--- src/design/mavg_pkg.sv ---
package mavg_pkg;

  // Fixed widths of the stream fields and the configuration port
  localparam int FIELD_W     = 32;
  localparam int WSIZE_W     = 7;
  localparam int CFG_IDX_W   = 1;
  localparam int CFG_DATA_W  = WSIZE_W;

  // Register indexes
  localparam logic [CFG_IDX_W-1:0] REG_WINDOW_SIZE   = 1'b0;
  localparam logic [CFG_IDX_W-1:0] REG_WEIGHTED_MODE = 1'b1;

  // Register reset values
  localparam logic [WSIZE_W-1:0] WSIZE_RESET = 7'd4;
  localparam logic               WMODE_RESET = 1'b0;

  // Controller states
  typedef enum logic [3:0] {
    S_IDLE = 4'b0001,
    S_SCAN = 4'b0010,
    S_DIV  = 4'b0100,
    S_LOAD = 4'b1000
  } state_e;

endpackage

--- src/design/moving_average_filter_unit.sv ---
// Channel   Dir  Handshake                     Payload
// s_axis    in   s_axis_tvalid_i/tready_o      tdata: sample_value, sample_tag
// m_axis    out  m_axis_tvalid_o/tready_i      tdata: average_value, average_tag
// cfg       in   cfg_we_i (no wait)            cfg_idx_i, cfg_wdata_i
//
// One request at a time: accept, ring scan newest to oldest (one synchronous
// read a cycle over the effective window), radix-2 divide (NUM_W = 46 by
// default), load; the next sample is taken only after the load.
// w is the effective window size. Short windows finish in the accept cycle.
// Reset clears fill count, ring pointer, registers and control, not the ring.
// A full output register holds the load cycle; a waiting result lets a sample in.
module moving_average_filter_unit #(
  parameter int MAX_WINDOW  = 64,
  parameter int SAMPLE_BITS = 32
) (
  input  logic                                clk_i,
  input  logic                                rst_ni,
  // configuration write port
  input  logic                                cfg_we_i,
  input  logic [mavg_pkg::CFG_IDX_W-1:0]      cfg_idx_i,
  input  logic [mavg_pkg::CFG_DATA_W-1:0]     cfg_wdata_i,
  // sample stream
  input  logic                                s_axis_tvalid_i,
  output logic                                s_axis_tready_o,
  input  logic [2*mavg_pkg::FIELD_W-1:0]      s_axis_tdata_i,  // [31:0] sample_value, [63:32] sample_tag
  // average stream
  output logic                                m_axis_tvalid_o,
  input  logic                                m_axis_tready_i,
  output logic [2*mavg_pkg::FIELD_W-1:0]      m_axis_tdata_o   // [31:0] average_value, [63:32] average_tag
);

  import mavg_pkg::*;

  localparam int AW = $clog2(MAX_WINDOW);              // ring address
  localparam int CW = $clog2(MAX_WINDOW + 1);          // sample counts
  localparam int DW = 2 * CW;                          // divisor
  localparam int TW = SAMPLE_BITS + CW;                // plain sum
  localparam int NW = SAMPLE_BITS + 2 * CW;            // weighted sum / dividend
  localparam int SW = (NW + 1 > 33) ? NW + 1 : 33;     // signed quotient for clamping
  localparam logic signed [SW-1:0] AvgMax = SW'(32'sh7fff_ffff);
  localparam logic signed [SW-1:0] AvgMin = SW'(32'sh8000_0000);

  // ---------------------------------------------------------------------------
  // Configuration registers
  // ---------------------------------------------------------------------------
  logic [WSIZE_W-1:0] wsize_q;
  logic               wmode_q;

  always_ff @(posedge clk_i or negedge rst_ni) begin
    if (!rst_ni) begin
      wsize_q <= WSIZE_RESET;
      wmode_q <= WMODE_RESET;
    end else if (cfg_we_i) begin
      case (cfg_idx_i)
        REG_WINDOW_SIZE:   wsize_q <= cfg_wdata_i[WSIZE_W-1:0];
        REG_WEIGHTED_MODE: wmode_q <= cfg_wdata_i[0];
        default: ;
      endcase
    end
  end

  // Effective window: zero acts as one, oversize clamps to the ring depth
  logic [CW-1:0] w_eff;
  logic [DW-1:0] tri_prod;
  logic [DW-1:0] den;

  always_comb begin
    if (wsize_q == '0) begin
      w_eff = CW'(1);
    end else if (32'(wsize_q) > MAX_WINDOW) begin
      w_eff = CW'(MAX_WINDOW);
    end else begin
      w_eff = CW'(wsize_q);
    end
  end

  assign tri_prod = DW'(w_eff) * (DW'(w_eff) + DW'(1));
  assign den      = wmode_q ? (tri_prod >> 1) : DW'(w_eff);

  // ---------------------------------------------------------------------------
  // Input side
  // ---------------------------------------------------------------------------
  state_e state_q, state_d;

  logic                   in_fire;
  logic signed [63:0]     sample_ext;
  logic [SAMPLE_BITS-1:0] sample_st;
  logic [FIELD_W-1:0]     in_tag;
  logic [CW-1:0]          fill_q, fill_d;
  logic [AW-1:0]          wpos_q, wpos_d;
  logic                   result_due;

  assign s_axis_tready_o = (state_q == S_IDLE);
  assign in_fire         = s_axis_tvalid_i && s_axis_tready_o;

  // keep the low SAMPLE_BITS of the sign-extended sample
  assign sample_ext = 64'(signed'(s_axis_tdata_i[FIELD_W-1:0]));
  assign sample_st  = sample_ext[SAMPLE_BITS-1:0];
  assign in_tag     = s_axis_tdata_i[2*FIELD_W-1:FIELD_W];

  assign fill_d     = (fill_q < CW'(MAX_WINDOW)) ? fill_q + 1'b1 : fill_q;
  assign wpos_d     = (wpos_q == AW'(MAX_WINDOW - 1)) ? '0 : wpos_q + 1'b1;
  assign result_due = (fill_d >= w_eff);

  always_ff @(posedge clk_i or negedge rst_ni) begin
    if (!rst_ni) begin
      fill_q <= '0;
      wpos_q <= '0;
    end else if (in_fire) begin
      fill_q <= fill_d;
      wpos_q <= wpos_d;
    end
  end

  // ---------------------------------------------------------------------------
  // Sample ring: one write port (accept), one registered read port (scan)
  // ---------------------------------------------------------------------------
  logic [SAMPLE_BITS-1:0] ring [MAX_WINDOW];
  logic [SAMPLE_BITS-1:0] rdata_q;
  logic [AW-1:0]          rd_addr_q, rd_addr_d;

  always_ff @(posedge clk_i) begin
    if (in_fire) begin
      ring[wpos_q] <= sample_st;
    end
    rdata_q <= ring[rd_addr_q];
  end

  // ---------------------------------------------------------------------------
  // Scan: newest to oldest. Suffix sum T gives the plain sum; adding every
  // partial T into W gives weight 1 on the oldest up to w on the newest.
  // Writes only happen while idle, so a read never meets a pending write.
  // ---------------------------------------------------------------------------
  logic [CW-1:0]          rd_left_q, rd_left_d;
  logic                   rvalid_q, rvalid_d;
  logic signed [TW-1:0]   sum_q, sum_d;
  logic signed [NW-1:0]   wsum_q, wsum_d;
  logic [DW-1:0]          den_q;
  logic [FIELD_W-1:0]     tag_q;
  logic                   neg_q;
  logic                   scan_done;

  assign scan_done = (state_q == S_SCAN) && (rd_left_q == '0) && !rvalid_q;

  // dividend magnitude and sign
  logic signed [NW-1:0] num;
  logic                 num_neg;
  logic [NW-1:0]        num_mag;

  assign num     = wmode_q ? wsum_q : NW'(sum_q);
  assign num_neg = num[NW-1];
  assign num_mag = num_neg ? (~num + 1'b1) : num;

  // ---------------------------------------------------------------------------
  // Divider
  // ---------------------------------------------------------------------------
  logic          div_done;
  logic [NW-1:0] quo;

  mavg_div #(
    .NUM_W (NW),
    .DEN_W (DW)
  ) u_div (
    .clk_i      (clk_i),
    .rst_ni     (rst_ni),
    .start_i    (scan_done),
    .dividend_i (num_mag),
    .divisor_i  (den_q),
    .done_o     (div_done),
    .quotient_o (quo)
  );

  // restore sign (truncation toward zero) and clamp to 32 bits
  logic signed [NW:0]    quo_s;
  logic signed [SW-1:0]  quo_ext;
  logic [FIELD_W-1:0]    avg;

  assign quo_s   = neg_q ? -$signed({1'b0, quo}) : $signed({1'b0, quo});
  assign quo_ext = SW'(quo_s);

  always_comb begin
    if (quo_ext > AvgMax) begin
      avg = FIELD_W'(AvgMax);
    end else if (quo_ext < AvgMin) begin
      avg = FIELD_W'(AvgMin);
    end else begin
      avg = quo_ext[FIELD_W-1:0];
    end
  end

  // ---------------------------------------------------------------------------
  // Output register
  // ---------------------------------------------------------------------------
  logic               out_valid_q;
  logic [FIELD_W-1:0] out_value_q;
  logic [FIELD_W-1:0] out_tag_q;
  logic               out_free;
  logic               out_load;

  assign out_free = !out_valid_q || m_axis_tready_i;
  assign out_load = (state_q == S_LOAD) && out_free;

  always_ff @(posedge clk_i or negedge rst_ni) begin
    if (!rst_ni) begin
      out_valid_q <= 1'b0;
    end else if (out_load) begin
      out_valid_q <= 1'b1;
    end else if (m_axis_tready_i) begin
      out_valid_q <= 1'b0;
    end
  end

  always_ff @(posedge clk_i) begin
    if (out_load) begin
      out_value_q <= avg;
      out_tag_q   <= tag_q;
    end
  end

  assign m_axis_tvalid_o = out_valid_q;
  assign m_axis_tdata_o  = {out_tag_q, out_value_q};

  // ---------------------------------------------------------------------------
  // Controller
  // ---------------------------------------------------------------------------
  always_comb begin
    state_d   = state_q;
    rd_addr_d = rd_addr_q;
    rd_left_d = rd_left_q;
    rvalid_d  = 1'b0;
    sum_d     = sum_q;
    wsum_d    = wsum_q;

    if (rvalid_q) begin
      sum_d  = sum_q + TW'(signed'(rdata_q));
      wsum_d = wsum_q + NW'(sum_d);
    end

    case (state_q)
      S_IDLE: begin
        if (in_fire && result_due) begin
          state_d   = S_SCAN;
          rd_addr_d = wpos_q;
          rd_left_d = w_eff;
          sum_d     = '0;
          wsum_d    = '0;
        end
      end
      S_SCAN: begin
        if (rd_left_q != '0) begin
          rvalid_d  = 1'b1;
          rd_left_d = rd_left_q - 1'b1;
          rd_addr_d = (rd_addr_q == '0) ? AW'(MAX_WINDOW - 1) : rd_addr_q - 1'b1;
        end else if (!rvalid_q) begin
          state_d = S_DIV;
        end
      end
      S_DIV: begin
        if (div_done) begin
          state_d = S_LOAD;
        end
      end
      S_LOAD: begin
        if (out_free) begin
          state_d = S_IDLE;
        end
      end
      default: begin
        state_d = S_IDLE;
      end
    endcase
  end

  always_ff @(posedge clk_i or negedge rst_ni) begin
    if (!rst_ni) begin
      state_q   <= S_IDLE;
      rd_left_q <= '0;
      rvalid_q  <= 1'b0;
      rd_addr_q <= '0;
    end else begin
      state_q   <= state_d;
      rd_left_q <= rd_left_d;
      rvalid_q  <= rvalid_d;
      rd_addr_q <= rd_addr_d;
    end
  end

  always_ff @(posedge clk_i) begin
    sum_q  <= sum_d;
    wsum_q <= wsum_d;
    if (in_fire) begin
      den_q <= den;
      tag_q <= in_tag;
    end
    if (scan_done) begin
      neg_q <= num_neg;
    end
  end

endmodule

--- src/design/mavg_div.sv ---
module mavg_div #(
  parameter int NUM_W = 46,
  parameter int DEN_W = 14
) (
  input  logic             clk_i,
  input  logic             rst_ni,
  input  logic             start_i,
  input  logic [NUM_W-1:0] dividend_i,
  input  logic [DEN_W-1:0] divisor_i,
  output logic             done_o,
  output logic [NUM_W-1:0] quotient_o
);

  localparam int CNT_W = $clog2(NUM_W + 1);

  logic             busy_q, busy_d;
  logic             done_q, done_d;
  logic [CNT_W-1:0] cnt_q, cnt_d;
  logic [DEN_W-1:0] rem_q, rem_d;
  logic [NUM_W-1:0] num_q, num_d;
  logic [DEN_W-1:0] den_q, den_d;
  logic [DEN_W:0]   shifted;
  logic [DEN_W:0]   diff;

  // Restoring division, one quotient bit per cycle, MSB first
  assign shifted = {rem_q, num_q[NUM_W-1]};
  assign diff    = shifted - {1'b0, den_q};

  always_comb begin
    busy_d = busy_q;
    done_d = 1'b0;
    cnt_d  = cnt_q;
    rem_d  = rem_q;
    num_d  = num_q;
    den_d  = den_q;
    if (start_i) begin
      busy_d = 1'b1;
      cnt_d  = CNT_W'(NUM_W);
      rem_d  = '0;
      num_d  = dividend_i;
      den_d  = divisor_i;
    end else if (busy_q) begin
      if (!diff[DEN_W]) begin
        rem_d = diff[DEN_W-1:0];
        num_d = {num_q[NUM_W-2:0], 1'b1};
      end else begin
        rem_d = shifted[DEN_W-1:0];
        num_d = {num_q[NUM_W-2:0], 1'b0};
      end
      cnt_d = cnt_q - 1'b1;
      if (cnt_q == CNT_W'(1)) begin
        busy_d = 1'b0;
        done_d = 1'b1;
      end
    end
  end

  always_ff @(posedge clk_i or negedge rst_ni) begin
    if (!rst_ni) begin
      busy_q <= 1'b0;
      done_q <= 1'b0;
      cnt_q  <= '0;
    end else begin
      busy_q <= busy_d;
      done_q <= done_d;
      cnt_q  <= cnt_d;
    end
  end

  always_ff @(posedge clk_i) begin
    rem_q <= rem_d;
    num_q <= num_d;
    den_q <= den_d;
  end

  assign done_o     = done_q;
  assign quotient_o = num_q;

endmodule

--- config.mk ---
export PLATFORM = sky130hd
export DESIGN_NAME = moving_average_filter_unit
export DESIGN_NICKNAME = d
export VERILOG_FILES = /design/src/design/mavg_pkg.sv /design/src/design/moving_average_filter_unit.sv /design/src/design/mavg_div.sv
export SDC_FILE = /design/constraint.sdc
export NUM_CORES = 2
export LEC_CHECK = 0
export ABC_CLOCK_PERIOD_IN_PS = 14000
export BUFFER_PORTS_ARGS = -buffer_cell sky130_fd_sc_hd__buf_2
export CORE_ASPECT_RATIO = 2
export CORE_MARGIN = 1.5
export CORE_UTILIZATION = 55
export CTS_BUF_LIST = sky130_fd_sc_hd__clkbuf_4 sky130_fd_sc_hd__clkbuf_8 sky130_fd_sc_hd__clkbuf_16
export DETAILED_ROUTE_END_ITERATION = 6
export PLACE_DENSITY = 0.71
export SETUP_SLACK_MARGIN = 0.5
export SLEW_MARGIN = 40
export SYNTH_ARGS = -nofsm -noshare
export SYNTH_HDL_FRONTEND = slang
export SYNTH_SLANG_ARGS = --single-unit
export TNS_END_PERCENT = 100
--- constraint.sdc ---
create_clock -name clk_i -period 14 [get_ports clk_i]
set_input_delay 1.4 -clock clk_i [delete_from_list [all_inputs] [get_ports clk_i]]
set_output_delay 1.4 -clock clk_i [all_outputs]
set_load 0.05 [all_outputs]
==> results.yml <==
clock_tree:
  clk_pin_slew_ns: 0.07
  cts_buffers: 201
  cts-root-buf: "clkbuf_16"
  cts_hold_buf: 0
  cts.sinks: 2396
  htree_levels: 4
  cts_buffer_depth: 4
  clk_latency_ns: 0.85
  cts_setup_buffers: 0
  tritoncts: "yes"
  postCtsResizedCells: 0
min_path:
  min_from: "den_q[6]$_DFFE_PP_"
  min_path_cells: 0
  holdCritPathClass: "flip-flop to flip-flop"
outcome:
  outcome: "finished clean"
power:
  p_leak_nw: 36.4
  p_per_area_mw_per_mm2: 193
  vdd_drop_max_mv: 0.112
  combPwrFrac: 0.332
  p_seq_frac: 0.405
  p_sw_frac: 0.319
  clkPwrFrac: 0.263
  internal_power_mw: 14.5
  power_switching_mw: 6.82
global_route:
  grt_pass1_vias: 53400
  grtUsageTotal: 0.256
  grt_remaining_overflow: 0
  grt_max_degree: 107
  antenna_found_initial: 19
  grt_pass1_wl_um: 345000
floorplan:
  ios: 143
  dieArea_mm2: 0.184
  core_mm2: 0.181
  die_width_um: 304
  start_util: 0.552
  die_h_um: 606
  rows: 221
worst_setup_path:
  reg2reg_depth: 23
  crit_type: "flip-flop to flip-flop"
  worst-path-max-fanout: 5
  cp-startpoint: "sum_q[0]$_DFF_P_"
  crit_required_ns: 14.68
  startpoint_type: "flip-flop"
  crit_path_end_kind: "flip-flop"
  arrival_ns: 7.01
  r2r-start: "sum_q[0]$_DFF_P_"
routing:
  postRouteWirelength_um: 234000
  wl_met1_um: 79200
  viasPerCell: 6.30
  drtPass1Iterations: 7
  ant_nets: 0
  wire_per_inst_um: 28.9
  drc: 0
  via_count: 50900
  dr_wl_met2_um: 133000
  wl_met3_um: 11400
  drtIter0Drc: 4102
  highest_layer: "met5"
yosys:
  ys_warn_count: 0
  syn_area_per_cell_um2: 18.8
  synth_edf_count: 2217
  synthFlopType: "edfxtp_1"
  synth_largest_area_cell: "edfxtp_1"
  synthCells: 5326
  ys_top_cells_by_area: "edfxtp_1, mux4_2, dfxtp_1"
  async_flop_share: 0.0200
  ys_types: 84
  synth_top_area_share: 0.667
  yosys_register_bits: 2396
  yosys.cell_count.top_type: "edfxtp_1"
  synth.cells.most_frequent: "edfxtp_1, mux4_2, nor2_1, nand2_1, clkbuf_1"
  syn_area_mm2: 0.0999
  yosysSeqAreaShare: 0.705
place:
  io_buffers: 142
  place_congestion: 0.946
  dp_slack_ns: 7.73
  dp_hpwl_um: 146000
  dpl_cell_area_mm2: 0.104
  placed_cells: 7674
sta:
  hold_viol: 0
  rsz0062_at_grt: "no"
  fin_crit_ns: 6.32
  setup_slack_ns: 7.68
  skew_ns: 0.0549
  tns_ns: 0
  slew_headroom: 0.371
  min_period_over_period: 0.452
  drv_slew: 0
  setup_violations: 0
  fmax_ghz: 0.158
  tightest_slew_ns: 0.937
layout:
  postLayoutCellArea_mm2: 0.111
  drive_gt1_frac: 0.243
  finalNetCount: 5801
  syn_to_final_growth_pct: 11.1
  final_cells: 8079
job:
  maxCapViolCount: 0
-- kinds of logic (layout without fill, tap and decap cells) --
family | Yosys count | count (layout) | share of synthesized area
flops | 2396 | 2396 | 0.705
simple gates | 799 | 799 | 0.0377
mux | 795 | 795 | 0.164
compound gates | 587 | 587 | 0.0363
buf+inv | 370 | 735 | 0.0147
xor+xnor | 192 | 192 | 0.0168
fa+ha+maj | 185 | 185 | 0.0255
other cells | 2 | 49 | 0.0000752
-- layout by cell type (no fill, tap or decap), types with 69 or more instances in the layout --
cell / instances
clkbuf_16: 203
a21o_1: 69
mux2i_1: 111
ha_1: 154
a21oi_1: 154
edfxtp_1: 2217
mux4_2: 672
inv_1: 108
buf_2: 112
xnor2_1: 101
nand2_1: 199
nor2_1: 229
buf_4: 122
o21ai_0: 151
xor2_1: 91
dfxtp_1: 131
-- path summary, 6_finish.rpt --
kind / slack (ns) / end
max: 7.68 / wsum_q[43]$_DFF_P_
min: 0.41 / u_div.den_q[6]$_DFFE_PP_
max reg2reg: 7.68 / wsum_q[43]$_DFF_P_
min reg2reg: 0.41 / u_div.den_q[6]$_DFFE_PP_
max in group asynchronous: 12.78 / wmode_q$_DFFE_PN0P_
min in group asynchronous: 0.71 / wpos_q[4]$_DFFE_PN0P_
-- critical path, stage by stage (launching register included) --
cell and delay, ns:
dfxtp_1 0.33, ha_1 0.22, fa_1 0.45, a211oi_1 0.30, nor2_1 0.12, o21ai_0 0.41, o21ai_0 0.16, buf_4 0.19
a311oi_1 0.58, or2_2 0.24, o31ai_1 0.13, xor2_1 0.20, ha_1 0.39, nand2_1 0.10, nor2_1 0.21, nand2_1 0.08
a211oi_1 0.56, o211ai_1 0.30, a21boi_0 0.34, a31oi_1 0.25, o31ai_1 0.29, a21oi_1 0.12, xor2_1 0.14, o22ai_1 0.09
-- registers in the layout, summed over array words and instances (netlist names), 13 cells and up --
signal,count
ring,2048
u_div.quotient_o,46
wsum_q,46
sum_q,39
out_tag_q,32
out_value_q,32
rdata_q,32
tag_q,32
u_div.rem_q,14
den_q,13
u_div.den_q,13
-- cell type report --
| type | count | area [um^2] |
|---|---|---|
| inverters | 111 | 417 |
| clock inverters | 118 | 1150 |
| multi-input cells | 2564 | 28600 |
| well taps | 2341 | 2930 |
| flip-flops and latches | 2396 | 70400 |
| clock buffers | 241 | 5370 |
| diodes | 43 | 108 |
| fillers | 12600 | 69900 |
| repair buffers | 265 | 2000 |
-- routing by layer --
layer  vias to the layer above  global-route usage
li1                      22000                   -
met1                     26800               0.278
met2                      1708               0.495
met3                       479              0.0292
met4                         2               0.114
met5                         -                   0
-- metrics by stage --
step / total power [mW] / hold WS (ns) / utilization
finish: 21.4 / 0.415 / 0.614
global route: 22.2 / 0.426 / 0.614
CTS: 21.5 / 0.414 / 0.613
detailed placement: 15.9 / 0.405 / 0.577
global placement: 15.8 / 0.401 / 0.574
floorplan: 13.6 / 0.400 / -
-- power by group through the flow --
| stage | logic [mW] | clock network (mW) | registers [mW] |
|---|---|---|---|
| finish | 7.09 | 5.62 | 8.65 |
| global route | 7.59 | 5.96 | 8.69 |
| CTS | 7.12 | 5.72 | 8.65 |
| detailed placement | 7.09 | 0 | 8.80 |
| global placement | 6.91 | 0 | 8.85 |
| floorplan | 5.02 | 0 | 8.61 |
Note: power is estimated with default switching activity, not from simulation.
